## config.mk

```make
export PLATFORM = sky130hd
export DESIGN_NAME = stx_length_lrc_frame_receiver_flat
export DESIGN_NICKNAME = d
export VERILOG_FILES = /design/src/hdl/stx_frm_pkg.sv /design/src/hdl/stx_frm_if.sv /design/src/hdl/stx_frm_front.sv /design/src/hdl/stx_frm_fifo.sv /design/src/hdl/stx_frm_back.sv /design/src/hdl/stx_length_lrc_frame_receiver.sv /design/src/flat_wrapper.sv
export SDC_FILE = /design/constraint.sdc
export NUM_CORES = 1
export LEC_CHECK = 0
export BUFFER_PORTS_ARGS = -buffer_cell sky130_fd_sc_hd__buf_4
export CORE_UTILIZATION = 53
export DETAILED_ROUTE_END_ITERATION = 6
export GPL_ROUTABILITY_DRIVEN = 0
export HOLD_SLACK_MARGIN = 0.02
export PLACE_DENSITY = 0.84
export RECOVER_POWER = 50
export SYNTH_ARGS = -nofsm -noshare
export SYNTH_HDL_FRONTEND = slang
export SYNTH_HIERARCHICAL = 1
export SYNTH_SLANG_ARGS = --single-unit
```

## constraint.sdc

```tcl
create_clock -name clock -period 5.1 [get_ports clock]
set_clock_uncertainty 0.1 [all_clocks]
set_input_delay 0.51 -clock clock [delete_from_list [all_inputs] [get_ports clock]]
set_output_delay 0.51 -clock clock [all_outputs]
set_load 0.02 [all_outputs]
```

## src/hdl/stx_frm_pkg.sv

```systemverilog
// Shared types and constants of the length-framed LRC receiver.
package stx_frm_pkg;

   // Framing bytes.
   localparam logic [7:0] STX_CODE = 8'h02;
   localparam logic [7:0] ETX_CODE = 8'h03;

   // Byte positions inside a frame, counting the start byte as one.
   localparam logic [15:0] CNT_STX    = 16'd1;
   localparam logic [15:0] CNT_LEN_HI = 16'd2;
   localparam logic [15:0] CNT_LEN_LO = 16'd3;

   // Start byte, two length bytes and the closing byte.
   localparam logic [16:0] HDR_TRL_LEN = 17'd4;

   // Reset value of the frame length limit.
   localparam logic [15:0] MAX_FRAME_LEN_RESET = 16'd1024;

   // Register map: register index 0 is the frame length limit.
   localparam logic REG_MAX_FRAME_LEN = 1'b0;

   typedef enum logic [1:0] {
      KIND_PAYLOAD  = 2'd0,
      KIND_OK       = 2'd1,
      KIND_BAD      = 2'd2,
      KIND_TOO_LONG = 2'd3
   } kind_type;

   typedef struct packed {
      kind_type    kind;
      logic [7:0]  data_byte;
      logic [15:0] frame_len;
      logic        frame_end;
   } result_type;

endpackage

```

## src/hdl/stx_frm_if.sv

```systemverilog
// Valid/ready channel interfaces for received bytes and for results.
interface stx_frm_req_if;
   logic       valid;
   logic       ready;
   logic [7:0] rx_byte;

   modport source (output valid, output rx_byte, input ready);
   modport sink   (input valid, input rx_byte, output ready);
endinterface

interface stx_frm_rsp_if;
   logic        valid;
   logic        ready;
   logic [1:0]  kind;
   logic [7:0]  data_byte;
   logic [15:0] frame_len;
   logic        frame_end;

   modport source (output valid, output kind, output data_byte, output frame_len,
                   output frame_end, input ready);
   modport sink   (input valid, input kind, input data_byte, input frame_len,
                   input frame_end, output ready);
endinterface

```

## src/hdl/stx_frm_front.sv

```systemverilog
// Front end: accepts received bytes, tracks the frame and builds result records.
module stx_frm_front (
   input  logic                   clock,
   input  logic                   reset,
   stx_frm_req_if.sink            req,
   input  logic [15:0]            max_frame_len,
   input  logic                   q_full,
   output logic                   q_push,
   output stx_frm_pkg::result_type q_data
);

   logic        in_frame_ff, in_frame_in;
   logic [15:0] count_ff, count_in;
   logic [15:0] len_ff, len_in;
   logic [7:0]  lrc_ff, lrc_in;
   logic [7:0]  prev_ff, prev_in;

   logic        accept;
   logic [15:0] eff_count, eff_len, cnt_next;
   logic [7:0]  eff_lrc, eff_prev, lrc_next;
   logic [16:0] close_len;

   assign req.ready = !q_full;
   assign accept    = req.valid && req.ready;

   always_comb begin
      // A start byte seen while hunting begins from a cleared frame state.
      eff_count = in_frame_ff ? count_ff : '0;
      eff_len   = in_frame_ff ? len_ff   : '0;
      eff_lrc   = in_frame_ff ? lrc_ff   : '0;
      eff_prev  = in_frame_ff ? prev_ff  : '0;
      cnt_next  = eff_count + 16'd1;
      lrc_next  = eff_lrc ^ req.rx_byte;
      close_len = {1'b0, eff_len} + stx_frm_pkg::HDR_TRL_LEN;

      in_frame_in = in_frame_ff;
      count_in    = count_ff;
      len_in      = len_ff;
      lrc_in      = lrc_ff;
      prev_in     = prev_ff;

      q_push           = 1'b0;
      q_data.kind      = stx_frm_pkg::KIND_PAYLOAD;
      q_data.data_byte = '0;
      q_data.frame_len = eff_len;
      q_data.frame_end = 1'b0;

      if (accept && (in_frame_ff || req.rx_byte == stx_frm_pkg::STX_CODE)) begin
         if (eff_count >= max_frame_len) begin
            // The limit is checked before counting, so the count never wraps.
            q_push           = 1'b1;
            q_data.kind      = stx_frm_pkg::KIND_TOO_LONG;
            q_data.frame_end = 1'b1;
            in_frame_in      = 1'b0;
            len_in           = eff_len;
         end else begin
            in_frame_in = 1'b1;
            count_in    = cnt_next;
            len_in      = eff_len;
            lrc_in      = lrc_next;
            prev_in     = req.rx_byte;
            priority if (cnt_next == stx_frm_pkg::CNT_STX) begin
               lrc_in  = '0;
               prev_in = '0;
            end else if (cnt_next == stx_frm_pkg::CNT_LEN_HI) begin
               len_in = {req.rx_byte, 8'h00};
            end else if (cnt_next == stx_frm_pkg::CNT_LEN_LO) begin
               len_in = {eff_len[15:8], req.rx_byte};
            end else if ({1'b0, cnt_next} == close_len) begin
               q_push           = 1'b1;
               q_data.kind      = (eff_prev == stx_frm_pkg::ETX_CODE && lrc_next == 8'h00)
                                  ? stx_frm_pkg::KIND_OK : stx_frm_pkg::KIND_BAD;
               q_data.frame_end = 1'b1;
               in_frame_in      = 1'b0;
            end else begin
               q_push           = 1'b1;
               q_data.data_byte = req.rx_byte;
            end
         end
      end
   end

   always_ff @(posedge clock) begin
      if (reset) begin
         in_frame_ff <= 1'b0;
         count_ff    <= '0;
         len_ff      <= '0;
         lrc_ff      <= '0;
         prev_ff     <= '0;
      end else begin
         in_frame_ff <= in_frame_in;
         count_ff    <= count_in;
         len_ff      <= len_in;
         lrc_ff      <= lrc_in;
         prev_ff     <= prev_in;
      end
   end

`ifndef SYNTH
   // Inside a frame the start byte has always been counted.
   a_count_in_frame: assert property (@(posedge clock) disable iff (reset)
      in_frame_ff |-> count_ff != 16'd0)
      else $error("frame open with zero byte count");

   // Only payload records carry a data byte, and only status records close a frame.
   a_record_shape: assert property (@(posedge clock) disable iff (reset)
      q_push |-> (q_data.frame_end == (q_data.kind != stx_frm_pkg::KIND_PAYLOAD)) &&
                 (q_data.kind == stx_frm_pkg::KIND_PAYLOAD || q_data.data_byte == 8'h00))
      else $error("malformed result record");

   // A status record always returns the front end to hunting.
   a_status_hunts: assert property (@(posedge clock) disable iff (reset)
      q_push && q_data.frame_end |=> !in_frame_ff)
      else $error("frame still open after status");
`endif

endmodule

```

## src/hdl/stx_frm_fifo.sv

```systemverilog
// Short first-in first-out queue of result records between front and back end.
module stx_frm_fifo #(
   parameter int Depth = 2
) (
   input  logic                    clock,
   input  logic                    reset,
   input  logic                    push,
   input  stx_frm_pkg::result_type push_data,
   output logic                    full,
   input  logic                    pop,
   output stx_frm_pkg::result_type pop_data,
   output logic                    empty
);

   localparam int PtrWidth = (Depth > 1) ? $clog2(Depth) : 1;
   localparam int CntWidth = $clog2(Depth + 1);
   localparam logic [PtrWidth-1:0] LastPtr = PtrWidth'(Depth - 1);
   localparam logic [CntWidth-1:0] FullCnt = CntWidth'(Depth);

   stx_frm_pkg::result_type mem_ff [Depth];
   logic [PtrWidth-1:0] wr_ptr_ff, wr_ptr_in;
   logic [PtrWidth-1:0] rd_ptr_ff, rd_ptr_in;
   logic [CntWidth-1:0] cnt_ff, cnt_in;

   assign full     = (cnt_ff == FullCnt);
   assign empty    = (cnt_ff == '0);
   assign pop_data = mem_ff[rd_ptr_ff];

   always_comb begin
      wr_ptr_in = wr_ptr_ff;
      rd_ptr_in = rd_ptr_ff;
      cnt_in    = cnt_ff;
      if (push) begin
         wr_ptr_in = (wr_ptr_ff == LastPtr) ? '0 : wr_ptr_ff + 1'b1;
      end
      if (pop) begin
         rd_ptr_in = (rd_ptr_ff == LastPtr) ? '0 : rd_ptr_ff + 1'b1;
      end
      if (push && !pop) begin
         cnt_in = cnt_ff + 1'b1;
      end else if (pop && !push) begin
         cnt_in = cnt_ff - 1'b1;
      end
   end

   always_ff @(posedge clock) begin
      if (reset) begin
         wr_ptr_ff <= '0;
         rd_ptr_ff <= '0;
         cnt_ff    <= '0;
      end else begin
         wr_ptr_ff <= wr_ptr_in;
         rd_ptr_ff <= rd_ptr_in;
         cnt_ff    <= cnt_in;
      end
   end

   always_ff @(posedge clock) begin
      if (push) begin
         mem_ff[wr_ptr_ff] <= push_data;
      end
   end

`ifndef SYNTH
   // Writers and readers must respect the queue's fill state.
   a_no_overflow: assert property (@(posedge clock) disable iff (reset)
      full |-> !push)
      else $error("push into a full queue");

   a_no_underflow: assert property (@(posedge clock) disable iff (reset)
      empty |-> !pop)
      else $error("pop from an empty queue");
`endif

endmodule

```

## src/hdl/stx_frm_back.sv

```systemverilog
// Back end: drains the queue into the registered result channel.
module stx_frm_back (
   input  logic                    clock,
   input  logic                    reset,
   input  logic                    q_empty,
   input  stx_frm_pkg::result_type q_data,
   output logic                    q_pop,
   stx_frm_rsp_if.source           rsp
);

   logic                    valid_ff, valid_in;
   stx_frm_pkg::result_type out_ff;

   // The output register reloads from a non-empty queue when empty or taken.
   assign q_pop    = !q_empty && (!valid_ff || rsp.ready);
   assign valid_in = q_pop || (valid_ff && !rsp.ready);

   always_ff @(posedge clock) begin
      if (reset) begin
         valid_ff <= 1'b0;
      end else begin
         valid_ff <= valid_in;
      end
   end

   always_ff @(posedge clock) begin
      if (q_pop) begin
         out_ff <= q_data;
      end
   end

   assign rsp.valid     = valid_ff;
   assign rsp.kind      = out_ff.kind;
   assign rsp.data_byte = out_ff.data_byte;
   assign rsp.frame_len = out_ff.frame_len;
   assign rsp.frame_end = out_ff.frame_end;

endmodule

```

## src/hdl/stx_length_lrc_frame_receiver.sv

```systemverilog
// Top level of the length-framed serial receiver with LRC check.
// A result passes the result queue and then the output register before it is offered.
// Throughput: one byte per cycle while the result queue is not full.
// A full result queue (depth QueueDepth) is the only thing that holds off new bytes.
// Reset is synchronous and active high: the receiver hunts for a start byte, the queue and
// the output register are emptied, and the frame length limit returns to 1024.
module stx_length_lrc_frame_receiver #(
   parameter int QueueDepth = 2
) (
   input  logic          clock,
   input  logic          reset,
   stx_frm_req_if.sink   req_chan,
   stx_frm_rsp_if.source rsp_chan,
   input  logic          psel,
   input  logic          penable,
   input  logic          pwrite,
   input  logic [2:0]    paddr,
   input  logic [31:0]   pwdata,
   output logic [31:0]   prdata,
   output logic          pready
);

   // The frame length limit. A write transaction on the register port writes it in the
   // access cycle; address bit 2 selects the register and the low bits are ignored.
   logic [15:0] max_len_ff, max_len_in;
   logic        csr_write;

   assign pready    = 1'b1;
   assign csr_write = psel && penable && pwrite && pready;

   always_comb begin
      max_len_in = max_len_ff;
      if (csr_write && paddr[2] == stx_frm_pkg::REG_MAX_FRAME_LEN) begin
         max_len_in = pwdata[15:0];
      end
   end

   always_ff @(posedge clock) begin
      if (reset) begin
         max_len_ff <= stx_frm_pkg::MAX_FRAME_LEN_RESET;
      end else begin
         max_len_ff <= max_len_in;
      end
   end

   assign prdata = (paddr[2] == stx_frm_pkg::REG_MAX_FRAME_LEN) ? {16'h0000, max_len_ff}
                                                               : 32'h0000_0000;

   // The front end classifies every accepted byte and writes at most one result
   // record per transaction into the queue. The back end drains the queue into the
   // output register, so a stalled response channel only stops the input once the
   // queue has filled.
   logic                    q_push, q_full, q_pop, q_empty;
   stx_frm_pkg::result_type q_wr_data, q_rd_data;

   stx_frm_front u_front (
      .clock         (clock),
      .reset         (reset),
      .req           (req_chan),
      .max_frame_len (max_len_ff),
      .q_full        (q_full),
      .q_push        (q_push),
      .q_data        (q_wr_data)
   );

   stx_frm_fifo #(
      .Depth (QueueDepth)
   ) u_fifo (
      .clock     (clock),
      .reset     (reset),
      .push      (q_push),
      .push_data (q_wr_data),
      .full      (q_full),
      .pop       (q_pop),
      .pop_data  (q_rd_data),
      .empty     (q_empty)
   );

   stx_frm_back u_back (
      .clock   (clock),
      .reset   (reset),
      .q_empty (q_empty),
      .q_data  (q_rd_data),
      .q_pop   (q_pop),
      .rsp     (rsp_chan)
   );

endmodule

```

## src/flat_wrapper.sv

```systemverilog
// flat-port wrapper written by rule: the top's interface ports become plain ports
module stx_length_lrc_frame_receiver_flat 
#(
   parameter int QueueDepth = 2
)
  (clock, reset, psel, penable, pwrite, paddr, pwdata, prdata, pready, req_chan_valid, req_chan_rx_byte, req_chan_ready, rsp_chan_valid, rsp_chan_kind, rsp_chan_data_byte, rsp_chan_frame_len, rsp_chan_frame_end, rsp_chan_ready);
  stx_frm_req_if req_chan_i ();
  stx_frm_rsp_if rsp_chan_i ();
  input  logic clock;
  input  logic reset;
  input  logic psel;
  input  logic penable;
  input  logic pwrite;
  input  logic [2:0] paddr;
  input  logic [31:0] pwdata;
  output logic [31:0] prdata;
  output logic pready;
  input wire logic [$bits(req_chan_i.valid)-1:0] req_chan_valid;
  input wire logic [$bits(req_chan_i.rx_byte)-1:0] req_chan_rx_byte;
  output wire logic [$bits(req_chan_i.ready)-1:0] req_chan_ready;
  output wire logic [$bits(rsp_chan_i.valid)-1:0] rsp_chan_valid;
  output wire logic [$bits(rsp_chan_i.kind)-1:0] rsp_chan_kind;
  output wire logic [$bits(rsp_chan_i.data_byte)-1:0] rsp_chan_data_byte;
  output wire logic [$bits(rsp_chan_i.frame_len)-1:0] rsp_chan_frame_len;
  output wire logic [$bits(rsp_chan_i.frame_end)-1:0] rsp_chan_frame_end;
  input wire logic [$bits(rsp_chan_i.ready)-1:0] rsp_chan_ready;
  assign req_chan_i.valid = req_chan_valid;
  assign req_chan_i.rx_byte = req_chan_rx_byte;
  assign req_chan_ready = req_chan_i.ready;
  assign rsp_chan_valid = rsp_chan_i.valid;
  assign rsp_chan_kind = rsp_chan_i.kind;
  assign rsp_chan_data_byte = rsp_chan_i.data_byte;
  assign rsp_chan_frame_len = rsp_chan_i.frame_len;
  assign rsp_chan_frame_end = rsp_chan_i.frame_end;
  assign rsp_chan_i.ready = rsp_chan_ready;
  stx_length_lrc_frame_receiver #(.QueueDepth(QueueDepth)) u_core (.clock(clock), .reset(reset), .req_chan(req_chan_i), .rsp_chan(rsp_chan_i), .psel(psel), .penable(penable), .pwrite(pwrite), .paddr(paddr), .pwdata(pwdata), .prdata(prdata), .pready(pready));
endmodule
```

Word level (Yosys, flattened, before mapping)

Memory sizes are Yosys's and may differ from the RTL's. A register that Yosys moved wholly into a read port is not among the register bits.
Cells that the tools add are included.

Register bits after elaboration: 70
Bits in latches: 0
Memory bits (writable): 54
ROM bits: 0
Input bits: 50
Output and inout bits: 62
Word-level logic and storage cells: 93
Memories: 1

Add/sub/neg operators: 6
$mul: 0
Div/mod/pow operators: 0
$lt $le $gt $ge: 1
Equal/unequal tests: 7
Shift-type cells: 0
Mux-type cells: 42
Bitwise gates (word level): 3
Reductions and logical operators: 23

Memories:

| name                 | words | bits a word | read ports | clocked after Yosys merged registers in | write ports | line               | source |
|---|---|---|---|---|---|---|---|
| u_core.u_fifo.mem_ff | 2     | 27          | 1          | 1                                       | 1           | stx_frm_fifo.sv:20 | `stx_frm_pkg::result_type mem_ff [Depth];` |

Operator list:

| kind                                             | count |
|---|---|
| 2-to-1 mux 16 bit                                | 6 |
| 2-to-1 mux 8 bit                                 | 7 |
| 2-to-1 mux 10 bit                                | 4 |
| == test 16 x 2 -> 1 bit, second input constant   | 2 |
| 2-to-1 mux 1 bit                                 | 20 |
| adder 16 x 3 -> 17 bit, second input constant    | 1 |
| == test 16 x 17 -> 1 bit                         | 1 |
| adder 16 x 1 -> 16 bit, second input constant    | 1 |
| == test 16 x 1 -> 1 bit, second input constant   | 1 |
| == test 8 x 2 -> 1 bit, second input constant    | 2 |
| >= comparator 16 bit                             | 1 |
| logical AND 1 bit                                | 10 |
| 2-to-1 mux 2 bit                                 | 5 |
| zero test 8 bit                                  | 1 |
| bitwise XOR 8 bit                                | 1 |
| zero test 1 bit                                  | 6 |
| logical OR 1 bit                                 | 3 |
| adder 1 bit, second input constant               | 2 |
| adder 2 x 1 -> 2 bit, second input constant      | 1 |
| == test 2 bit, second input constant             | 1 |
| zero test 2 bit                                  | 1 |
| inverter 1 bit                                   | 2 |
| AND reduction 2 bit                              | 1 |
| nonzero test 2 bit                               | 1 |
| subtractor 2 x 1 -> 2 bit, second input constant | 1 |

Depth between registers and ports, before layout

Depth after elaboration: 12
Mapped depth: 20
Gate-level depth less buffers: 13

Modules after synthesis

The synthesis kept the hierarchy.

Modules (own cells, without submodules):

| module                        | instances | cells an instance | area each (um^2) | sequential area each (um^2) |
|---|---|---|---|---|
| stx_frm_front                 | 1         | 586               | 4262.8           | 980.9 |
| stx_frm_fifo                  | 1         | 106               | 2153.3           | 1721.7 |
| stx_length_lrc_frame_receiver | 1         | 106               | 982.2            | 320.3 |
| stx_frm_back                  | 1         | 31                | 867.1            | 830.8 |

Worst setup path before layout

Ideal clock, no wire load.

Kind: register to register
Start: register u_core.u_front.in_frame_ff
End: memory u_core/u_fifo/mem_ff[0][0] in the netlist's numbering (enable)
Setup time: 0.414 ns
Arrival time: 4.730 ns
Required time: 4.586 ns
Setup slack: -0.144 ns
Cell stages (with the launch flop): 18
Buffers on the path: 7
Clock period less this slack: 5.244 ns
Path through: dfxtp_1 -> buf_2 -> buf_2 -> buf_2 -> buf_2 -> clkbuf_1 -> buf_1 -> and2_1 -> ha_1 -> clkbuf_1 -> nand2_1 -> nor2_1 -> nand4_1 -> nor3b_2 -> nand4_4 -> or2_1 -> o21a_1 -> nor2b_1

Longest elaborated chain between the ends: 10
Elaborated cells on any way between the ends: 15
Those cells by class: 1 x add/sub; 1 x order compare; 3 x eq/ne; 8 x mux; 2 x reduce/logical

RTL lines:

| what                                     | line                                | source |
|---|---|---|
| start: declaration                       | stx_frm_front.sv:12                 | `logic in_frame_ff, in_frame_in;` |
| start signal: assignment                 | stx_frm_front.sv:91                 | `in_frame_ff <= in_frame_in;` |
| 2-to-1 mux 16 bit                        | stx_frm_front.sv:28                 | `eff_count = in_frame_ff ? count_ff : '0;` |
| adder 16 x 1 -> 16 bit                   | stx_frm_front.sv:32                 | `cnt_next = eff_count + 16'd1;` |
| == test 16 x 2 -> 1 bit                  | stx_frm_front.sv:67                 | `end else if (cnt_next == stx_frm_pkg::CNT_LEN_LO) begin` |
| 2-to-1 mux 1 bit                         | stx_frm_front.sv:67                 |  |
| 2-to-1 mux 1 bit                         | stx_frm_front.sv:65                 | `end else if (cnt_next == stx_frm_pkg::CNT_LEN_HI) begin` |
| 2-to-1 mux 1 bit                         | stx_frm_front.sv:62                 | `priority if (cnt_next == stx_frm_pkg::CNT_STX) begin` |
| 2-to-1 mux 1 bit                         | stx_frm_front.sv:49                 | `if (eff_count >= max_frame_len) begin` |
| 2-to-1 mux 1 bit *                       | stx_frm_front.sv:48                 | `if (accept && (in_frame_ff \|\| req.rx_byte == stx_frm_pkg::STX_CODE)) begin` |
| named net u_core.q_push                  | stx_length_lrc_frame_receiver.sv:53 | `logic q_push, q_full, q_pop, q_empty;` |
| 2-to-1 mux 1 bit *                       | stx_frm_fifo.sv:59                  | `if (push) begin` |
| 2-to-1 mux 1 bit (implied by the code) * | stx_frm_fifo.sv:60                  | `mem_ff[wr_ptr_ff] <= push_data;` |
| end: declaration                         | stx_frm_fifo.sv:20                  |  |

Mark *: on every way through the listed nets, which the timed path passes. The rest lies on a longest branch.

Final worst setup path

Start: register u_core.u_front.in_frame_ff
End: register u_core.u_fifo.cnt_ff[1]

Longest elaborated chain between the ends: 11
Elaborated cells on any way between the ends: 18
Those cells by class: 1 x add/sub; 1 x order compare; 3 x eq/ne; 7 x mux; 6 x reduce/logical

RTL lines:

| what                                | line                                | source |
|---|---|---|
| 2-to-1 mux 16 bit                   | stx_frm_front.sv:28                 |  |
| adder 16 x 1 -> 16 bit              | stx_frm_front.sv:32                 |  |
| == test 16 x 2 -> 1 bit             | stx_frm_front.sv:67                 |  |
| 2-to-1 mux 1 bit                    | stx_frm_front.sv:67                 |  |
| 2-to-1 mux 1 bit                    | stx_frm_front.sv:65                 |  |
| 2-to-1 mux 1 bit                    | stx_frm_front.sv:62                 |  |
| 2-to-1 mux 1 bit                    | stx_frm_front.sv:49                 |  |
| 2-to-1 mux 1 bit *                  | stx_frm_front.sv:48                 |  |
| named net u_core.q_push             | stx_length_lrc_frame_receiver.sv:53 |  |
| zero test 1 bit                     | stx_frm_fifo.sv:41                  | `end else if (pop && !push) begin` |
| logical AND 1 bit                   | stx_frm_fifo.sv:41                  |  |
| nonzero test 2 bit (no source line) | -                                   |  |
| end signal: assignment              | stx_frm_fifo.sv:54                  | `cnt_ff <= cnt_in;` |
| end: declaration                    | stx_frm_fifo.sv:23                  | `logic [CntWidth-1:0] cnt_ff, cnt_in;` |

Marks and branches as above.
A chain may end at the register's enable or synchronous reset.

==> metrics.md <==
| Metric | Value |
|---|---|
| Total setup buffers inserted after CTS | `0` |
| Mean Syn Cell Area | `9.970 um^2` |
| Reg power frac | `46.8%` |
| R2r endpoint | `u_core/u_fifo/cnt_ff[1]` |
| Setup-failing EPs final | `0` |
| Post-Place Cells | `1045` |
| NumNets Final | `946` |
| Synthesis Warnings | `6` |
| Layout cells sized above 1 | `13.39%` |
| Worst Reg-to-Reg Cells | `12` |
| Initial antenna violation count | `0` |
| Hold Path Sink | `u_core/max_len_ff[13]` |
| Global route overflow | `0` |
| Fmax | `238.5 MHz` |
| Post-synthesis sequential area ratio | `46.62%` |
| Post-DP HPWL | `11.41 mm` |
| Mapped cell area | `0.008265 mm^2` |
| Final Hold Slack | `0.2478 ns` |
| Rows | `45` |
| Library cells used by synthesis | `68` |
| Total Wirelength | `16.91 mm` |
| Critical Path End Type | `flip-flop` |
| Seq cells post-synth | `152` |
| Worst Min Path Start | `pwdata[13]` |
| Hold path cells | `3` |
| Core Util, Final | `60.47%` |
| Global-route wire length before repair | `27.40 mm` |
| Routed Antenna Nets | `0` |
| Syn-to-layout area delta | `11.22%` |
| Drt pass-1 iters | `5` |
| Core ar. | `0.01520 mm^2` |
| Number of cells produced by synthesis | `829` |
| Wirelength per Cell | `15.70 um` |
| Critical path class | `reg2reg` |
| Starting Density | `54.37%` |
| Final non-filler cell total | `1077` |
| Die Span Y | `126.9 um` |
| Comb pwr share | `16.2%` |
| Setup_tns | `0 ns` |
| CTS H-tree lvls | `4` |
| Total track usage | `21.83%` |
| Maximum fanout along the worst path | `24` |
| Final Power | `3.332 mW` |
| R2R setup slack | `0.91 ns` |
| RSZ-0062 raised after global routing | `false` |
| Clk_lat worst skew | `0.43 ns` |
| CTS Buf Count | `17` |
| Post-CTS sizing | `0` |
| Max-slew violation count | `108` |
| P_sw | `0.9695 mW` |
| Pint | `2.362 mW` |
| Fin crit share | `82.20%` |
| Worst setup SP type | `flip-flop` |
| Yosys top cell area share | `29.43%` |
| Port Buffers | `76` |
| Root Driver | `clkbuf_16` |
| Maximum VDD drop | `0.2424 mV` |
| Pleak | `3.483 nW` |
| Final hold vios | `0` |
| Die X | `126.9 um` |
| Largest net degree at the start of global routing | `78` |
| Initial DRC Count | `568` |
| Pwr Density | `362.4 mW/mm^2` |
| Max Cap Violations | `2` |
| Routed via count | `6123` |
| Sw frac | `29.10%` |
| Data arrival, critical path | `4.41 ns` |
| Clock group share of total power | `37.0%` |
| Worst endpoint required time | `5.32 ns` |
| Layout fillers | `1285` |
| Die area | `0.01610 mm^2` |
| Post-synth EDFFs | `81` |
| CTS tree | `done` |
| Class of the worst hold path | `in2reg` |
| # diodes | `0` |
| Async set-reset flop share out of synthesis | `0%` |
| Status | `finished with violations` |
| Synth area leader | `edfxtp_1` |
| Remaining DRCs | `0` |
| Number of global-route vias before repair | `5525` |
| Ys flop type | `edfxtp_1` |
| Worst R2R Start | `u_core/u_front/in_frame_ff` |
| Cts hold-fix bufs | `0` |
| Worst Tran Pin Value | `3.057 ns` |
| Worst-case clock buffer depth | `2` |
| Synth top area cells | `edfxtp_1 (29%), dfxtp_1 (17%), mux2_2 (3.7%), nand2b_1 (3.6%), xnor2_1 (3.4%)` |
| Failing checks | `max-capacitance violations, max-slew violations` |
| Via/cell ratio | `5.685` |
| Clock-pin transition on the worst setup and hold timing paths | `0.06 ns` |
| Slew headroom | `-103.8%` |
| Count of clock tree sinks | `152` |
| Post-layout min period | `4.192 ns` |
| # IOs | `112` |
worst max-delay path by stage:
stage / endpoint / cells past startpoint / slack [ns] / startpoint
after floorplan: u_core/u_fifo/mem_ff[0][0] / 17 / 0.36 / u_core/u_front/in_frame_ff
after global placement: u_core/u_fifo/cnt_ff[1] / 12 / 1.07 / u_core/u_front/in_frame_ff
after detailed placement: u_core/u_fifo/cnt_ff[1] / 12 / 1.02 / u_core/u_front/in_frame_ff
after CTS: u_core/u_fifo/cnt_ff[1] / 12 / 0.97 / u_core/u_front/in_frame_ff
after global routing: u_core/u_front/len_ff[1] / 4 / 0.52 / reset
final: u_core/u_fifo/cnt_ff[1] / 12 / 0.91 / u_core/u_front/in_frame_ff
critical path, stage by stage (launching register included):
cell     delay, ns
dfxtp_2       0.62
and2_1        0.28
ha_1          0.34
nand2_1       0.17
nor2_1        0.43
a31oi_1       0.19
nor3b_2       0.35
nand4_4       0.20
or2_1         0.31
o21a_1        0.24
ha_1          0.35
or3_1         0.35
a21oi_1       0.14
state kept, by name, indices dropped and copies added, names as in the netlist, 2 cells and up, named ones only:
name,cells
u_core/u_front/prev_ff,8
u_core/max_len_ff,16
u_core/u_front/count_ff,16
u_core/u_fifo/mem_ff,54
u_core/u_front/lrc_ff,8
u_core/u_back/rsp.data_byte,8
u_core/u_front/len_ff,16
u_core/u_fifo/cnt_ff,2
u_core/u_back/rsp.frame_len,16
u_core/u_back/rsp.kind,2
metal layers:
metal	share of wire [%]	global-route usage (%)	wire, um	vias up
li1	-	-	-	2981
met1	45	28.72	7633	2868
met2	46	34.42	7820	244
met3	6.3	6.158	1066	30
met4	2.3	7.843	390	0
met5	0	0	0	-
cell usage in the layout, fill, tap and decap left out, types with 4 or more instances in the layout:
cell       count
buf_4         36
nor3_1        22
xor2_1        23
o22ai_1        4
xnor2_1       32
a211oi_1       7
nor2_1        61
clkbuf_1      45
and3_1         7
nand2_1       66
clkbuf_16     17
and2_1        13
nor4_2         4
mux2_2        27
edfxtp_1      81
a21o_1         8
a22oi_1       10
mux2i_1       17
nand3_1       25
and2b_2        6
ha_1          20
o211ai_1      13
inv_6          7
nand2b_1      47
a22o_1         5
a21oi_1       20
conb_1        17
a31oi_1        4
nand4_1       19
dfxtp_1       70
o21ai_0       26
inv_1         38
and2_0        15
nand3b_1       5
nor2b_1       12
per-stage QoR:
step / instance area, um^2 / worst slack [ns]
5_1_grt: 9193 / 0.5204
2_1_floorplan: 8324 / 0.3561
3_5_place_dp: 8787 / 1.017
6_report: 9193 / 0.9077
4_1_cts: 9370 / 0.9743
3_3_place_gp: 8787 / 1.066
kinds of logic (layout without fill, tap and decap cells):
logic type / after synthesis / count (layout) / synth area share (%)
AO/OA/AOI/OAI: 122 / 122 / 9.946
XOR/XNOR: 55 / 55 / 5.828
multiplexers: 44 / 44 / 5.737
buffers and inverters: 106 / 151 / 6.373
flip-flops: 152 / 152 / 46.62
AND/OR/NAND/NOR: 328 / 328 / 22.37
other: 2 / 17 / 0.09086
adder cells (fa/ha/maj): 20 / 20 / 3.028
power groups by stage:
stage	logic [mW]	registers (mW)	clock network [mW]
final	0.540	1.56	1.23
after global routing	0.580	1.58	1.31
after CTS	0.632	1.56	1.25
after detailed placement	0.627	1.58	0
after global placement	0.614	1.58	0
after floorplan	0.332	1.66	0
Yosys cell counts, drive strengths merged (27+ instances only):
cell	instances
edfxtp	81
dfxtp	71
nand2	66
nor2	63
nand2b	48
buf	43
inv	38
xnor2	32
and2	28
mux2	27
o21ai	27
layout make-up:
type | instances | area, um^2 | share of cell area, %
sequential | 152 | 3855 | 41.94
clock inverter | 15 | 157.7 | 1.715
inverter | 38 | 142.6 | 1.552
clock buffer | 17 | 425.4 | 4.628
tap | 188 | 235.2 | 2.559
multi-input combinational | 586 | 3938 | 42.83
timing repair buffer | 81 | 439.2 | 4.777
Power figures use the tool's default switching activity.
